--- src/bsa_pkg.sv ---
`timescale 1ns / 1ps
// shared types and constants for the band steering admission block
// no dependencies

package bsa_pkg;

  // station table geometry
  localparam int unsigned NUM_STATIONS = 256;
  localparam int unsigned IDX_W        = $clog2(NUM_STATIONS);

  // auth attempt that finally passes for a 5 GHz capable station
  localparam logic [2:0] AUTH_PASS_TRY = 3'd3;

  // saturation value of the probe counter
  localparam logic [7:0] PROBE_CNT_MAX = 8'hFF;

  // configuration register reset values
  localparam logic        STEER_ENABLE_RST = 1'b0;
  localparam logic [9:0]  ASSOC_LIMIT_RST  = 10'd32;
  localparam logic [31:0] IDENT_WIN_RST    = 32'd1000;
  localparam logic [7:0]  DISCARD_LIM_RST  = 8'd2;

  // configuration register indexes
  typedef enum logic [1:0] {
    CFG_STEER_ENABLE = 2'd0,
    CFG_ASSOC_LIMIT  = 2'd1,
    CFG_IDENT_WINDOW = 2'd2,
    CFG_DISCARD_LIM  = 2'd3
  } cfg_idx_e;

  // management frame kinds
  typedef enum logic [1:0] {
    ACT_PROBE = 2'd0,
    ACT_AUTH  = 2'd1,
    ACT_OTHER = 2'd2
  } action_e;

  // input item
  typedef struct packed {
    logic [7:0]  station_index;
    logic        new_station;
    logic        station_known;
    logic [1:0]  action;
    logic        rx_band_5g;
    logic        peer_same_essid;
    logic        peer_band_5g;
    logic [9:0]  own_assoc_count;
    logic [9:0]  peer_assoc_count;
    logic        addressed_to_us;
    logic [31:0] now_ms;
    logic [31:0] first_seen_ms;
  } in_item_t;

  // result item
  typedef struct packed {
    logic       allow;
    logic       identified;
    logic [1:0] station_caps;
  } out_item_t;

  // one station table entry
  typedef struct packed {
    logic       ident_done;
    logic [7:0] probe_count;
    logic [1:0] band_caps;
    logic [1:0] auth_retry_count;
  } entry_t;

  // controller to datapath commands
  typedef struct packed {
    logic load;    // latch input item and read its table entry
    logic commit;  // write back entry and register the result
  } dp_cmd_t;

endpackage

--- src/band_steering_admission_core.sv ---
`timescale 1ns / 1ps
// top level of band steering admission: controller plus datapath
// depends on bsa_pkg, bsa_ctrl, bsa_datapath
//
//   channel | signals                               | payload
//   --------+---------------------------------------+---------------------
//   in      | in_valid_i / in_ready_o               | in_data_i (in_item_t)
//   out     | out_valid_o / out_ready_i             | out_data_o (out_item_t)
//   cfg     | cfg_valid_i / cfg_ready_o             | cfg_index_i, cfg_data_i
//
// one item at a time: the transfer cycle reads the station table
// entry into a register, the calc state then updates it, writes it back
// and loads the result register before the next item is taken.
// reset clears configuration to defaults and marks every table entry
// invalid at once through per-entry valid bits; no clearing pass.
// a result waiting on out_ready_i holds the next item in its update cycle;
// an input transfer still happens while a result waits.
// cfg_ready_o is always high.

module band_steering_admission_core (
  input  logic               clk_i,
  input  logic               rst_ni,
  input  logic               in_valid_i,
  output logic               in_ready_o,
  input  bsa_pkg::in_item_t  in_data_i,
  output logic               out_valid_o,
  input  logic               out_ready_i,
  output bsa_pkg::out_item_t out_data_o,
  input  logic               cfg_valid_i,
  output logic               cfg_ready_o,
  input  logic [1:0]         cfg_index_i,
  input  logic [31:0]        cfg_data_i
);
  import bsa_pkg::*;

  dp_cmd_t cmd;

  assign cfg_ready_o = 1'b1;

  // sequencing
  bsa_ctrl u_ctrl (
    .clk_i       (clk_i),
    .rst_ni      (rst_ni),
    .in_valid_i  (in_valid_i),
    .in_ready_o  (in_ready_o),
    .out_valid_o (out_valid_o),
    .out_ready_i (out_ready_i),
    .cmd_o       (cmd)
  );

  // table and decision
  bsa_datapath u_datapath (
    .clk_i       (clk_i),
    .rst_ni      (rst_ni),
    .cmd_i       (cmd),
    .in_data_i   (in_data_i),
    .cfg_wr_i    (cfg_valid_i && cfg_ready_o),
    .cfg_index_i (cfg_index_i),
    .cfg_data_i  (cfg_data_i),
    .out_data_o  (out_data_o)
  );

endmodule

--- src/bsa_ctrl.sv ---
`timescale 1ns / 1ps
// controller for band steering admission: sequences read, update and result
// depends on bsa_pkg

module bsa_ctrl (
  input  logic             clk_i,
  input  logic             rst_ni,
  input  logic             in_valid_i,
  output logic             in_ready_o,
  output logic             out_valid_o,
  input  logic             out_ready_i,
  output bsa_pkg::dp_cmd_t cmd_o
);
  import bsa_pkg::*;

  typedef enum logic {
    ST_IDLE,
    ST_CALC
  } state_e;

  state_e state_d, state_q;
  logic   out_valid_d, out_valid_q;
  logic   out_free;

  // result register can take a new item when empty or being drained
  assign out_free    = !out_valid_q || out_ready_i;
  assign in_ready_o  = (state_q == ST_IDLE);
  assign out_valid_o = out_valid_q;

  assign cmd_o.load   = (state_q == ST_IDLE) && in_valid_i;
  assign cmd_o.commit = (state_q == ST_CALC) && out_free;

  // next state
  always_comb begin
    state_d     = state_q;
    out_valid_d = out_valid_q;
    if (out_valid_q && out_ready_i) begin
      out_valid_d = 1'b0;
    end
    unique case (state_q)
      ST_IDLE: begin
        if (in_valid_i) begin
          state_d = ST_CALC;
        end
      end
      ST_CALC: begin
        if (out_free) begin
          out_valid_d = 1'b1;
          state_d     = ST_IDLE;
        end
      end
      default: state_d = ST_IDLE;
    endcase
  end

  // state and output valid
  always_ff @(posedge clk_i or negedge rst_ni) begin
    if (!rst_ni) begin
      state_q     <= ST_IDLE;
      out_valid_q <= 1'b0;
    end else begin
      state_q     <= state_d;
      out_valid_q <= out_valid_d;
    end
  end

  // an accepted item is being worked on in the next cycle
  assert property (@(posedge clk_i) disable iff (!rst_ni)
    (in_valid_i && in_ready_o) |=> (!in_ready_o && !cmd_o.load))
    else $error("input taken while an item is in flight");

  // a committed item always shows up as a valid result
  assert property (@(posedge clk_i) disable iff (!rst_ni)
    cmd_o.commit |=> out_valid_o)
    else $error("committed result not presented");

  // load and commit never overlap
  assert property (@(posedge clk_i) disable iff (!rst_ni)
    !(cmd_o.load && cmd_o.commit))
    else $error("load and commit in the same cycle");

  // a pending result is never overwritten
  assert property (@(posedge clk_i) disable iff (!rst_ni)
    (out_valid_o && !out_ready_i) |-> !cmd_o.commit)
    else $error("result overwritten before transfer");

endmodule

--- src/bsa_datapath.sv ---
`timescale 1ns / 1ps
// datapath for band steering admission: config registers, station table,
// admission decision and result register; depends on bsa_pkg

module bsa_datapath (
  input  logic              clk_i,
  input  logic              rst_ni,
  input  bsa_pkg::dp_cmd_t  cmd_i,
  input  bsa_pkg::in_item_t in_data_i,
  input  logic              cfg_wr_i,
  input  logic [1:0]        cfg_index_i,
  input  logic [31:0]       cfg_data_i,
  output bsa_pkg::out_item_t out_data_o
);
  import bsa_pkg::*;

  // configuration registers
  logic        steer_enable_q;
  logic [9:0]  assoc_limit_q;
  logic [31:0] ident_win_q;
  logic [7:0]  discard_lim_q;

  // station table and per-entry valid bits
  entry_t                    mem_q [NUM_STATIONS];
  logic [NUM_STATIONS-1:0]   vld_q;
  entry_t                    rd_q;
  logic                      rd_vld_q;
  in_item_t                  item_q;
  out_item_t                 out_q;

  logic [IDX_W-1:0] idx_in;
  logic [IDX_W-1:0] idx_q;
  entry_t           cur;
  entry_t           nxt;
  logic             allow;
  logic             gate;
  logic [31:0]      elapsed;
  logic [7:0]       pc_inc;
  logic [2:0]       retry;

  assign idx_in = in_data_i.station_index[IDX_W-1:0];
  assign idx_q  = item_q.station_index[IDX_W-1:0];

  // configuration writes
  always_ff @(posedge clk_i or negedge rst_ni) begin
    if (!rst_ni) begin
      steer_enable_q <= STEER_ENABLE_RST;
      assoc_limit_q  <= ASSOC_LIMIT_RST;
      ident_win_q    <= IDENT_WIN_RST;
      discard_lim_q  <= DISCARD_LIM_RST;
    end else if (cfg_wr_i) begin
      unique case (cfg_idx_e'(cfg_index_i))
        CFG_STEER_ENABLE: steer_enable_q <= cfg_data_i[0];
        CFG_ASSOC_LIMIT:  assoc_limit_q  <= cfg_data_i[9:0];
        CFG_IDENT_WINDOW: ident_win_q    <= cfg_data_i;
        CFG_DISCARD_LIM:  discard_lim_q  <= cfg_data_i[7:0];
        default: ;
      endcase
    end
  end

  // table valid bits: an entry never written reads as zero
  always_ff @(posedge clk_i or negedge rst_ni) begin
    if (!rst_ni) begin
      vld_q    <= '0;
      rd_vld_q <= 1'b0;
    end else begin
      if (cmd_i.load) begin
        rd_vld_q <= vld_q[idx_in];
      end
      if (cmd_i.commit) begin
        vld_q[idx_q] <= 1'b1;
      end
    end
  end

  // table memory, input latch and registered read
  always_ff @(posedge clk_i) begin
    if (cmd_i.load) begin
      item_q <= in_data_i;
      rd_q   <= mem_q[idx_in];
    end
    if (cmd_i.commit) begin
      mem_q[idx_q] <= nxt;
    end
  end

  // entry as seen by this step, cleared for a new station
  always_comb begin
    cur = rd_q;
    if (!rd_vld_q || item_q.new_station) begin
      cur = '0;
    end
  end

  // steering gate: same essid and a 5 GHz radio under the limit
  assign gate = item_q.peer_same_essid &&
                ((item_q.peer_band_5g && (item_q.peer_assoc_count < assoc_limit_q)) ||
                 (item_q.rx_band_5g && (item_q.own_assoc_count < assoc_limit_q)));

  assign elapsed = item_q.now_ms - item_q.first_seen_ms;
  assign pc_inc  = (cur.probe_count == PROBE_CNT_MAX) ? cur.probe_count
                                                      : cur.probe_count + 8'd1;
  assign retry   = {1'b0, cur.auth_retry_count} + 3'd1;

  // admission decision and entry update
  always_comb begin
    nxt   = cur;
    allow = 1'b1;
    if (!item_q.station_known) begin
      allow = 1'b0;
    end else if (!steer_enable_q || !gate ||
                 ((item_q.action != ACT_PROBE) && (item_q.action != ACT_AUTH))) begin
      allow = 1'b1;
    end else if (item_q.action == ACT_PROBE) begin
      if (item_q.rx_band_5g) begin
        nxt.band_caps[1] = 1'b1;
        nxt.ident_done   = 1'b1;
        allow            = 1'b1;
      end else if (!cur.ident_done) begin
        allow = 1'b0;
        if (elapsed <= ident_win_q) begin
          nxt.band_caps[0] = 1'b1;
          nxt.probe_count  = pc_inc;
          if (pc_inc >= discard_lim_q) begin
            nxt.ident_done = 1'b1;
          end
        end else begin
          // window expired: restart as a 2.4 GHz only station
          nxt.band_caps   = 2'b01;
          nxt.ident_done  = 1'b0;
          nxt.probe_count = '0;
        end
      end else if (cur.band_caps[1]) begin
        nxt.band_caps[0] = 1'b1;
        allow            = 1'b0;
      end else begin
        allow = 1'b1;
      end
    end else begin
      // authentication
      if (!item_q.addressed_to_us) begin
        allow = 1'b0;
      end else if (item_q.rx_band_5g) begin
        allow = 1'b1;
      end else if (!cur.ident_done) begin
        allow = 1'b0;
      end else if (cur.band_caps[1]) begin
        if (retry < AUTH_PASS_TRY) begin
          nxt.auth_retry_count = retry[1:0];
          allow                = 1'b0;
        end else begin
          nxt.auth_retry_count = '0;
          allow                = 1'b1;
        end
      end else begin
        allow = 1'b1;
      end
    end
  end

  // result register
  always_ff @(posedge clk_i) begin
    if (cmd_i.commit) begin
      out_q.allow        <= allow;
      out_q.identified   <= nxt.ident_done;
      out_q.station_caps <= nxt.band_caps;
    end
  end

  assign out_data_o = out_q;

  // an entry written back is marked valid from then on
  assert property (@(posedge clk_i) disable iff (!rst_ni)
    cmd_i.commit |=> vld_q[$past(idx_q)])
    else $error("written entry not marked valid");

  // unknown stations are always dropped
  assert property (@(posedge clk_i) disable iff (!rst_ni)
    (cmd_i.commit && !item_q.station_known) |=> !out_data_o.allow)
    else $error("unknown station passed");

  // with steering off every known station passes
  assert property (@(posedge clk_i) disable iff (!rst_ni)
    (cmd_i.commit && item_q.station_known && !steer_enable_q) |=> out_data_o.allow)
    else $error("frame dropped with steering off");

endmodule
--- config.mk ---
export PLATFORM = sky130hd
export DESIGN_NAME = band_steering_admission_core
export DESIGN_NICKNAME = d
export VERILOG_FILES = /design/src/bsa_pkg.sv /design/src/band_steering_admission_core.sv /design/src/bsa_ctrl.sv /design/src/bsa_datapath.sv
export SDC_FILE = /design/constraint.sdc
export NUM_CORES = 2
export LEC_CHECK = 0
export BUFFER_PORTS_ARGS = -buffer_cell sky130_fd_sc_hd__buf_2
export CORE_MARGIN = 5
export CORE_UTILIZATION = 25
export DETAILED_ROUTE_END_ITERATION = 10
export SLEW_MARGIN = 20
export SYNTH_ARGS = -nofsm -noshare
export SYNTH_HDL_FRONTEND = slang
export SYNTH_SLANG_ARGS = --single-unit
--- constraint.sdc ---
create_clock -name clk_i -period 31.8 [get_ports clk_i]
set_input_delay 4.77 -clock clk_i [delete_from_list [all_inputs] [get_ports clk_i]]
set_output_delay 4.77 -clock clk_i [all_outputs]
set_load 0.01 [all_outputs]
; Word level (Yosys, flattened, before mapping)
; Memory sizes are Yosys's and may differ from the RTL's. A register that Yosys moved wholly into a read port is not among the register bits.
; Cells that the tools add are included.
[op_classes]
div_mod_pow = 0
n_lt_le_gt_ge = 8
n_mul = 0
shifts = 0
eq_ne = 5
mux = 43
n_reduce_logical = 24
n_addsub = 3
bitwise = 2
[op_table]
columns = op, n
row1 = $or 256x256->256, 1
row2 = $mux 13, 3
row3 = $le 32x32->1, 1
row4 = $sub 32x32->32, 1
row5 = $mux 1, 26
row6 = $lt 10x10->1, 2
row7 = $lt 8x9->1 const B, 2
row8 = $mux 8, 2
row9 = $mux 2, 6
row10 = $mux 11, 1
row11 = $mux 10, 1
row12 = $mux 9, 1
row13 = $add 8x1->8 const B, 1
row14 = $bmux 1 s8, 1
row15 = $demux 1 s8, 1
row16 = $eq 8x8->1 const B, 1
row17 = $ge 8x1->1 const B, 1
row18 = $ge 8x8->1, 1
row19 = $logic_and 1x1->1, 8
row20 = $reduce_and 2->1, 4
row21 = $logic_or 1x1->1, 5
row22 = $eq 2x2->1 const B, 2
row23 = $logic_not 1->1, 4
row24 = $logic_not 2->1, 2
row25 = other kinds (7), 7
[totals]
latchBits = 0
inputBits = 139
output_inout_bits = 7
memories = 1
word_cells = 109
romBits = 0
register_bits = 414
ram_bits = 3328
[memory_table]
columns = memory, depth, word_bits, read_ports, rd_ports_with_merged_regs, write_ports, line
row1 = u_datapath.mem_q, 256, 13, 1, 1, 1, bsa_datapath.sv:24  ; entry_t mem_q [NUM_STATIONS];

; Longest topological paths before layout
[depth]
depth_word = 13
ltp_mapped = 20
ltp_nobuf = 20

; Hierarchy
; Synthesis repeated with hierarchy kept, for this count alone.
[unflattened]
cells_unflattened = 6459
area_unflattened_um2 = 146539.3
[by_module_without_submodules]
columns = mod, area_per_inst_um2, seq_area_each_um2, instances, cells_each
row1 = bsa_datapath, 146434.2, 111166.6, 1, 6449
row2 = bsa_ctrl, 93.8, 50.0, 1, 8
row3 = band_steering_admission_core, 11.3, 0.0, 1, 2

; Worst setup path before layout
; No wires, ideal clock.
[synth_path]
path_kind = reg-to-reg
start = register u_datapath.assoc_limit_q[5]
end = memory u_datapath.mem_q[0][7] (netlist name) (data pin)
synth_period_minus_slack_ns = 13.648
path_stages_with_launch = 8
arrival_time_ns = 11.461
slack_ns = 18.152
n_path_buf = 0
t_required_ns = 29.613
setup_time_ns = 2.187
path_cell_list = dfstp_2 > inv_1 > ha_1 > nand3_1 > o311a_1 > nor2_1 > nor4_1 > o21ai_0
[synth_rtl]
columns = item, line
row1 = "start, declared", bsa_datapath.sv:19  ; logic [9:0] assoc_limit_q;
row2 = "start signal, assigned", bsa_datapath.sv:54  ; CFG_ASSOC_LIMIT: assoc_limit_q <= cfg_data_i[9:0];
row3 = "end, declared", bsa_datapath.sv:24

==> results.ini <==
[synth]
syn_area_mm2=0.147
synth_top_area_share_pct=70.6
seq_area_frac_synth_pct=75.9
synth_top_family_by_area=multiplexers
synthSimpleGateAreaFrac_pct=2.63
synth_nets=6724
yosysWarnings=0
ys.flop_type=edfxtp_1
synth-compound-area-share_pct=0.944
synthXorXnorAreaFrac_pct=0.179
synthCells=6494
synth-seq-cells=3755
synth_fa_ha_area_share_pct=0.782
syn_area_per_cell_um2=22.6
muxShareOfSynthArea_pct=18.4
synthTopCellsByArea=edfxtp_1 (71%), mux4_2 (18%), dfrtp_1 (5.2%)
async_flop_share_pct=8.26
yosysTopAreaCell=edfxtp_1
synth_edf_count=3445
ys_types=68

[power_and_ir_drop]
powerDensity_mw_per_mm2=66.6
p_clk_share_pct=38.8
p_leak_nw=55.8
combPwrFrac_pct=10.0
peakVddDrop_mv=0.0516
power.total_w=0.0114
swShare_pct=23.8
internal-power_w=0.00867
switchingPower_w=0.00272
pwr-share-seq_pct=51.2

[global_routing]
grt_use_total_pct=12.1
grt_overflow_total=0
antenna_found_initial=26
grt_first_pass_wirelength_mm=536
grt_pass1_vias=72100
grt_max_degree=206

[clock_network]
clockBufferDepth=4
cts_buffers=375
cts_setup_buffers=0
cts_tree=yes
clock-sinks=3755
cts-resized-gates=0
path_clk_slew_ns=0.06
clk_latency_ns=0.94
h-tree-depth=5
ctsHoldBuffers=0
cts-root-buf=clkbuf_16

[timing]
rsz0062_at_grt=false
period_needed_ns=11.20
fin_skew_ns=0.0567
timing.fmax_mhz=89.3
setup_viol=0
hold_viol_final=0
tns_ns=0
worstMarginPinSlew_ns=1.29
max-slew-margin-rel_pct=13.9
slew_viol_final=0
period_share_pct=35.2

[placement]
placed_area_mm2=0.159
portBuffers=144
dp.cells=14400
post-dp-hpwl_mm=221
place.gp.congestion=0.812

[die]
rows=281
die_height_um=776
core_area_mm2=0.585
pin_count=146
initial_core_util_pct=25.1
die_x_um=776
dieArea_mm2=0.602

[outcome]
status=finished clean

[drt]
drt_first_iter_violations=8686
routedWlPerCell_um=24.8
dr_total_vias=70700
ant_nets=0
wl_met3_mm=33.2
highest_layer=met5
firstDrtPassIters=5
viasPerCell=4.67
met2WireLength_mm=178
drc=0
drt-total-wl_mm=375
m1WireLength_mm=154

[layout]
fill_cells=56300
final_cell_mix=edfxtp_1 (3,445), mux4_2 (1,170), clkbuf_16 (379)
final_area_mm2=0.171
final_common_cell=edfxtp_1
nets=7238
drive_above_1_share_pct=35.4
fin_util_pct=29.3
area_growth_pct=16.7
stdcell_count=15100

[setup_path]
arrival_ns=11.86
worstPathMaxFanout=110
path_cells=buf_12 -> buf_4 -> buf_4 -> buf_4 -> buf_12 -> buf_6 -> mux4_2 -> mux4_2 -> mux4_2 -> a22oi_1 -> nand2_1
critPathSlowestCell=buf_4
cp_slowest_stage_delay_ns=0.86
crit_type=primary input to register
critical_path.top_delay_family=buffers and inverters
worst_setup_path_end_kind=register
cp_num_buf_inv=6
cp-start-kind=primary input
worstPathRequired_ns=32.46

[worst_hold_path]
hold_class=register to register

[run]
cap_viol_max_count=0

## registers in the layout (all words and copies together) (netlist names)
name,count
u_ctrl.out_valid_o,1
u_ctrl.state_q,1
u_datapath.assoc_limit_q,10
u_datapath.discard_lim_q,8
u_datapath.ident_win_q,32
u_datapath.idx_q,8
u_datapath.item_q,92
u_datapath.mem_q,3328
u_datapath.out_data_o,4
u_datapath.rd_q,13
u_datapath.rd_vld_q,1
u_datapath.steer_enable_q,1
u_datapath.vld_q,256
## per-stage QoR
stage          worst slack [ns]  hold slack (ns)
2_1_floorplan             18.15            0.434
3_3_place_gp              19.19            0.444
3_5_place_dp              19.06            0.448
4_1_cts                   20.05            0.462
5_1_grt                   19.80            0.470
6_report                  20.60            0.461
## power by group through the flow
stage | Clock [W] | Combinational [W] | Sequential, W
6_report | 0.00442 | 0.00114 | 0.00583
4_1_cts | 0.00450 | 0.00114 | 0.00583
2_1_floorplan | 0 | 0.000680 | 0.00599
3_3_place_gp | 0 | 0.00109 | 0.00592
5_1_grt | 0.00471 | 0.00123 | 0.00584
3_5_place_dp | 0 | 0.00114 | 0.00593
## cells by family (layout without fill, tap and decap cells)
| logic type | Yosys count | after routing |
|---|---|---|
| flip-flops | 3755 | 3755 |
| multiplexers | 1229 | 1229 |
| AND/OR/NAND/NOR | 771 | 771 |
| buffers and inverters | 412 | 1250 |
| AO/OA/AOI/OAI | 205 | 205 |
| adder cells (fa/ha/maj) | 91 | 91 |
| XOR/XNOR | 30 | 30 |
| other | 1 | 7 |
## routing by layer
| layer | track usage [%] | up-vias |
|---|---|---|
| met1 | 16.8 | 38600 |
| met5 | 0 | - |
| met4 | 3.15 | 6 |
| met2 | 19.4 | 3296 |
| li1 | - | 28200 |
| met3 | 2.24 | 572 |
## worst reg2reg max path, cell delays in order (launching register included)
cell       delay (ns)
edfxtp_1         0.38
ha_1             0.24
fa_1             0.41
nor2b_1          0.17
o2111ai_1        0.16
a21boi_0         0.44
o21ai_0          0.31
a211oi_1         0.51
o21ba_2          0.24
or2_2            0.14
xor2_1           0.19
ha_1             0.25
nand2_1          0.07
o21ai_0          0.09
a221o_1          0.36
a211oi_1         0.26
nor2_1           0.08
a211oi_1         0.31
buf_4            0.25
nor2_1           0.14
o22ai_4          0.77
buf_4            0.55
buf_6            0.72
buf_4            0.96
## worst paths after layout
kind,cells past startpoint,end,slack (ns),from
max in group asynchronous,4,u_datapath.vld_q[248],24.94,rst_ni
min in group asynchronous,1,u_datapath.assoc_limit_q[3],3.89,rst_ni
hold / removal,1,u_datapath.vld_q[221],0.46,u_datapath.vld_q[221]
hold reg to reg,1,u_datapath.vld_q[221],0.46,u_datapath.vld_q[221]
setup / recovery,11,u_datapath.rd_q[2],20.60,in_data_i[92]
setup reg to reg,23,u_datapath.mem_q[207][5],23.46,u_datapath.item_q[0]
## area by class of cell
class | instances | area, µm² | share of cell area [%]
flip-flops and latches | 3755 | 111000 | 65.0
clock inverters | 203 | 2150 | 1.26
clock buffers | 498 | 10200 | 5.94
diodes | 6 | 15.0 | 0.00877
well taps | 7782 | 9740 | 5.69
inverters | 91 | 344 | 0.201
repair buffers | 458 | 3400 | 1.99
multi-input cells | 2327 | 34100 | 19.9
## synthesized netlist by cell type (9+ instances only)
| cell type | number |
|---|---|
| ha_1 | 90 |
| nor2_1 | 307 |
| nand4_1 | 13 |
| inv_1 | 91 |
| a22oi_1 | 26 |
| edfxtp_1 | 3445 |
| nor2b_1 | 16 |
| clkbuf_1 | 198 |
| mux2_2 | 53 |
| a31oi_1 | 10 |
| or2_2 | 262 |
| o21a_1 | 9 |
| nor3_1 | 12 |
| mux4_2 | 1170 |
| xor2_1 | 13 |
| buf_6 | 9 |
| nand2b_1 | 9 |
| o21ai_0 | 30 |
| xnor2_1 | 17 |
| dfrtp_1 | 302 |
| a21oi_1 | 47 |
| a21o_1 | 24 |
| nand2_1 | 83 |
| nand3_1 | 25 |
| buf_1 | 24 |
| buf_2 | 82 |
No activity file was read; power rests on OpenSTA's default activity.
